==> config.mk <==
export PLATFORM = sky130hd
export DESIGN_NAME = bhc_front
export DESIGN_NICKNAME = d
export VERILOG_FILES = /design/src/rtl/bhc_pkg.sv /design/src/rtl/bhc_front.sv
export SDC_FILE = /design/constraint.sdc
export NUM_CORES = 1
export LEC_CHECK = 0
export BUFFER_PORTS_ARGS = -buffer_cell sky130_fd_sc_hd__buf_2
export CORE_UTILIZATION = 40
export CTS_CLUSTER_SIZE = 8
export DETAILED_ROUTE_END_ITERATION = 8
export PLACE_DENSITY = 0.68
export SLEW_MARGIN = 20
export SYNTH_ARGS = -nofsm -noshare
export SYNTH_HDL_FRONTEND = slang
export SYNTH_SLANG_ARGS = --single-unit
==> constraint.sdc <==
create_clock -name aclk -period 3.5 [get_ports aclk]
set_input_delay 0.175 -clock aclk [delete_from_list [all_inputs] [get_ports aclk]]
set_output_delay 0.175 -clock aclk [all_outputs]
set_load 0.005 [all_outputs]
==> src/rtl/bhc_pkg.sv <==
// ----------------------------------------------------------------------------
// Byte histogram package
// Item kinds, internal operation codes and the queue entry type.
// ----------------------------------------------------------------------------
package bhc_pkg;

    localparam logic [1:0] KIND_DATA  = 2'd0;
    localparam logic [1:0] KIND_READ  = 2'd1;
    localparam logic [1:0] KIND_CLEAR = 2'd2;

    localparam logic [8:0] PAIR_INDEX = 9'd256;
    localparam logic [7:0] BYTE_CR    = 8'h0D;
    localparam logic [7:0] BYTE_LF    = 8'h0A;

    localparam int NUM_BINS = 256;

    typedef enum logic [2:0] {
        OP_BYTE  = 3'b001,
        OP_READ  = 3'b010,
        OP_CLEAR = 3'b100
    } op_t;

    typedef struct packed {
        op_t        op;
        logic [7:0] data_byte;
        logic [8:0] bin_index;
    } item_t;

endpackage

==> src/rtl/bhc_front.sv <==
// ----------------------------------------------------------------------------
// Byte histogram front end
// Accepts input words, decodes their kind and queues them for the engine.
// ----------------------------------------------------------------------------
module bhc_front
    import bhc_pkg::*;
(
    input  logic        aclk,
    input  logic        aresetn,
    input  logic        s_tvalid,
    output logic        s_tready,
    input  logic [23:0] s_tdata,   // data_byte [7:0], bin_index [16:8], zero [23:17]
    input  logic [1:0]  s_tuser,   // kind [1:0]
    output logic        q_valid,
    output item_t       q_item,
    input  logic        q_pop
);

    item_t      fifo_reg [2];
    logic [0:0] wr_ptr_reg, wr_ptr_next;
    logic [0:0] rd_ptr_reg, rd_ptr_next;
    logic [1:0] count_reg, count_next;
    logic       keep;
    logic       push;
    item_t      item_in;

    always_comb begin
        item_in.data_byte = s_tdata[7:0];
        item_in.bin_index = s_tdata[16:8];
        item_in.op        = OP_BYTE;
        keep              = 1'b1;
        unique case (s_tuser)
            KIND_DATA:  item_in.op = OP_BYTE;
            KIND_READ:  item_in.op = OP_READ;
            KIND_CLEAR: item_in.op = OP_CLEAR;
            default:    keep = 1'b0;
        endcase
    end

    assign s_tready = (count_reg != 2'd2);
    assign push     = s_tvalid && s_tready && keep;
    assign q_valid  = (count_reg != 2'd0);
    assign q_item   = fifo_reg[rd_ptr_reg];

    always_comb begin
        wr_ptr_next = wr_ptr_reg;
        rd_ptr_next = rd_ptr_reg;
        count_next  = count_reg;
        if (push) begin
            wr_ptr_next = wr_ptr_reg + 1'b1;
        end
        if (q_pop && q_valid) begin
            rd_ptr_next = rd_ptr_reg + 1'b1;
        end
        priority if (push && !(q_pop && q_valid)) begin
            count_next = count_reg + 2'd1;
        end else if (!push && q_pop && q_valid) begin
            count_next = count_reg - 2'd1;
        end else begin
            count_next = count_reg;
        end
    end

    always_ff @(posedge aclk) begin
        if (!aresetn) begin
            wr_ptr_reg <= '0;
            rd_ptr_reg <= '0;
            count_reg  <= '0;
        end else begin
            wr_ptr_reg <= wr_ptr_next;
            rd_ptr_reg <= rd_ptr_next;
            count_reg  <= count_next;
        end
    end

    always_ff @(posedge aclk) begin
        if (push) begin
            fifo_reg[wr_ptr_reg] <= item_in;
        end
    end

endmodule

==> flow_metrics.tcl <==
set metrics [dict create \
    grt_setup_unrepaired "no" \
    dr.first_iter.drc_count 37 \
    path_max_fanout 20 \
    async_reset_ff_share_pct 0 \
    row_count 23 \
    wl_per_cell_microns 14.4 \
    cap_violations 0 \
    fmax_mhz 513 \
    max-slew-margin-rel_pct 31.0 \
    vias 941 \
    fin_setup_tns_ns 0 \
    critical_path.top_delay_family "flip-flops" \
    worst_hold_slack_ns 0.0589 \
    path_cells "mux2_2 > buf_2" \
    cts_resized 0 \
    ant_nets 0 \
    gp_congestion 0.613 \
    crit_buf_inv 1 \
    synth-edff-count 40 \
    peakVddDrop_mv 0.267 \
    syn_to_final_growth_pct 22.3 \
    yosys_register_bits 45 \
    initial_core_util_pct 42.7 \
    yosys.area.top_type_share_pct 68.8 \
    tightestPinTransition_ns 1.03 \
    path_clk_slew_ns 0.08 \
    ys_warn_count 0 \
    crit_type "register to output pin" \
    yosys-top-cells-area "edfxtp_1, mux2_2, dfxtp_1" \
    finalClockSkew_ns 0.00515 \
    synthFlopType "edfxtp_1" \
    cts_buffer_depth 2 \
    outcome "complete, no violations" \
    viasPerCell 4.85 \
    crit_path_max_incr_delay_ns 0.93 \
    drc 0 \
    final_nets 176 \
    hp-class "primary input to register" \
    post-route-period-util_pct 55.7 \
    diodes 0 \
    cts_tree "yes" \
    port_buffers 44 \
    die-width_microns 68.1 \
    ctsHoldBuffers 0 \
    seq_area_frac_synth_pct 74.5 \
    die-area_sq_mm 0.00463 \
    grt_pass1_vias 927 \
    grt_usage_pct 13.2 \
    numCtsBuffers 5 \
    synth.most_common_cell "edfxtp_1" \
    wl_mm 2.79 \
    grt_first_pass_wirelength_mm 4.16 \
    fp.coreArea_sq_mm 0.00409 \
    grt_max_degree 22 \
    critPathRequiredTime_ns 3.32 \
    antenna_found_initial 0 \
    syn_avg_cell_area_sq_um 18.6 \
    root_buffer "clkbuf_8" \
    p_leak_nw 0.806 \
    hold_violations 0 \
    die_y_microns 68.1 \
    slew_viol_final 0 \
    hpwl_mm 1.82 \
    setup_viol 0 \
    post_cts_buffers 0 \
    overflow 0 \
    worstPathArrival_ns 1.77 \
    ctsHtreeMaxLevel 2 \
    synthCells 94 \
    synth_top_cells_by_count "edfxtp_1, mux2_2, dfxtp_1" \
    synth.distinct_cells 24 \
    clock_latency_ns 0.30 \
    largest_register_ffs 40 \
    synth_top_area_cell "edfxtp_1" \
    crit_slowest_cell "dfxtp_1" \
    drtPass1Iterations 3 \
    critPathCaptureType "output pin" \
    io_pins 52 \
    pwr_density_cell_mw_per_mm2 521 \
    syn-num-nets 127 \
    period_minus_slack_ns 1.95 \
    crit_path_start_kind "register" \
    cts.sinks 45 \
    drive_gt1_share_pct 52.8 \
    netlist_area_sq_mm 0.00175 \
]
-- kinds of logic after synthesis --
family	share of synthesized area (%)
flops	74.5
mux	12.9
simple gates	4.30
compound gates	4.23
buf+inv	1.43
fa+ha+maj	2.15
xor+xnor	0.502
-- final timing paths --
path / slack (ns) / startpoint / cells after the start / end
worst max-delay path: 1.55 / register / 2 / q_item[13]
worst max register to register: 1.70 / count_reg[0] / 3 / fifo_reg[1][7]
worst min register to register: 0.52 / rd_ptr_reg / 2 / rd_ptr_reg
worst min-delay path: 0.06 / s_tdata[10] / 1 / fifo_reg[0][2]
-- where the power goes --
group	leakage [nW]	total, W	switching (W)	internal [W]
clock network	0.0518	0.000378	0.000168	0.000210
logic	0.341	0.000103	0.0000458	0.0000575
registers	0.413	0.000632	0.0000161	0.000616
-- per-layer routing --
metal / part of all wire [%] / vias to the layer above / GRT usage (%) / routed length, microns
li1: - / 456 / - / -
met4: 1.6 / 0 / 6.25 / 46
met2: 50 / 30 / 21.3 / 1390
met1: 41 / 450 / 14.3 / 1160
met3: 7.2 / 5 / 6.50 / 202
met5: 0 / - / 0 / 0
-- worst register-to-register path, cell delays in order (launching register included) --
cell,delay (ns)
dfxtp_1,0.44
nor2b_2,0.12
inv_1,0.08
and3_1,0.79
-- per-stage QoR --
stage | setup WS (ns) | total power [W] | std cells | cell area [sq um] | utilization, %
2_1_floorplan | 1.62 | 0.000697 | 94 | 1750 | -
3_3_place_gp | 1.50 | 0.000744 | 186 | 2030 | 49.6
3_5_place_dp | 1.46 | 0.000750 | 186 | 2030 | 49.6
4_1_cts | 1.49 | 0.00113 | 194 | 2140 | 52.3
5_1_grt | 1.40 | 0.00116 | 194 | 2140 | 52.3
6_report | 1.55 | 0.00111 | 194 | 2140 | 52.3
-- layout by cell type (no fill, tap or decap), types with 2 or more instances in the layout --
master / n
clkbuf_8: 5
nor2_1: 2
o21a_1: 2
dfxtp_1: 5
buf_2: 44
inv_1: 4
edfxtp_1: 40
ha_1: 3
mux2_2: 20
-- area by class of cell --
cell class,instances,area (sq um)
clock buffers,5,68.8
clock inverters,3,41.3
fillers,354,1950
inverters,4,15.0
multi-input cells,43,427
flip-flops and latches,45,1300
well taps,50,62.6
repair buffers,44,220
(Power assumes the default switching activity.)
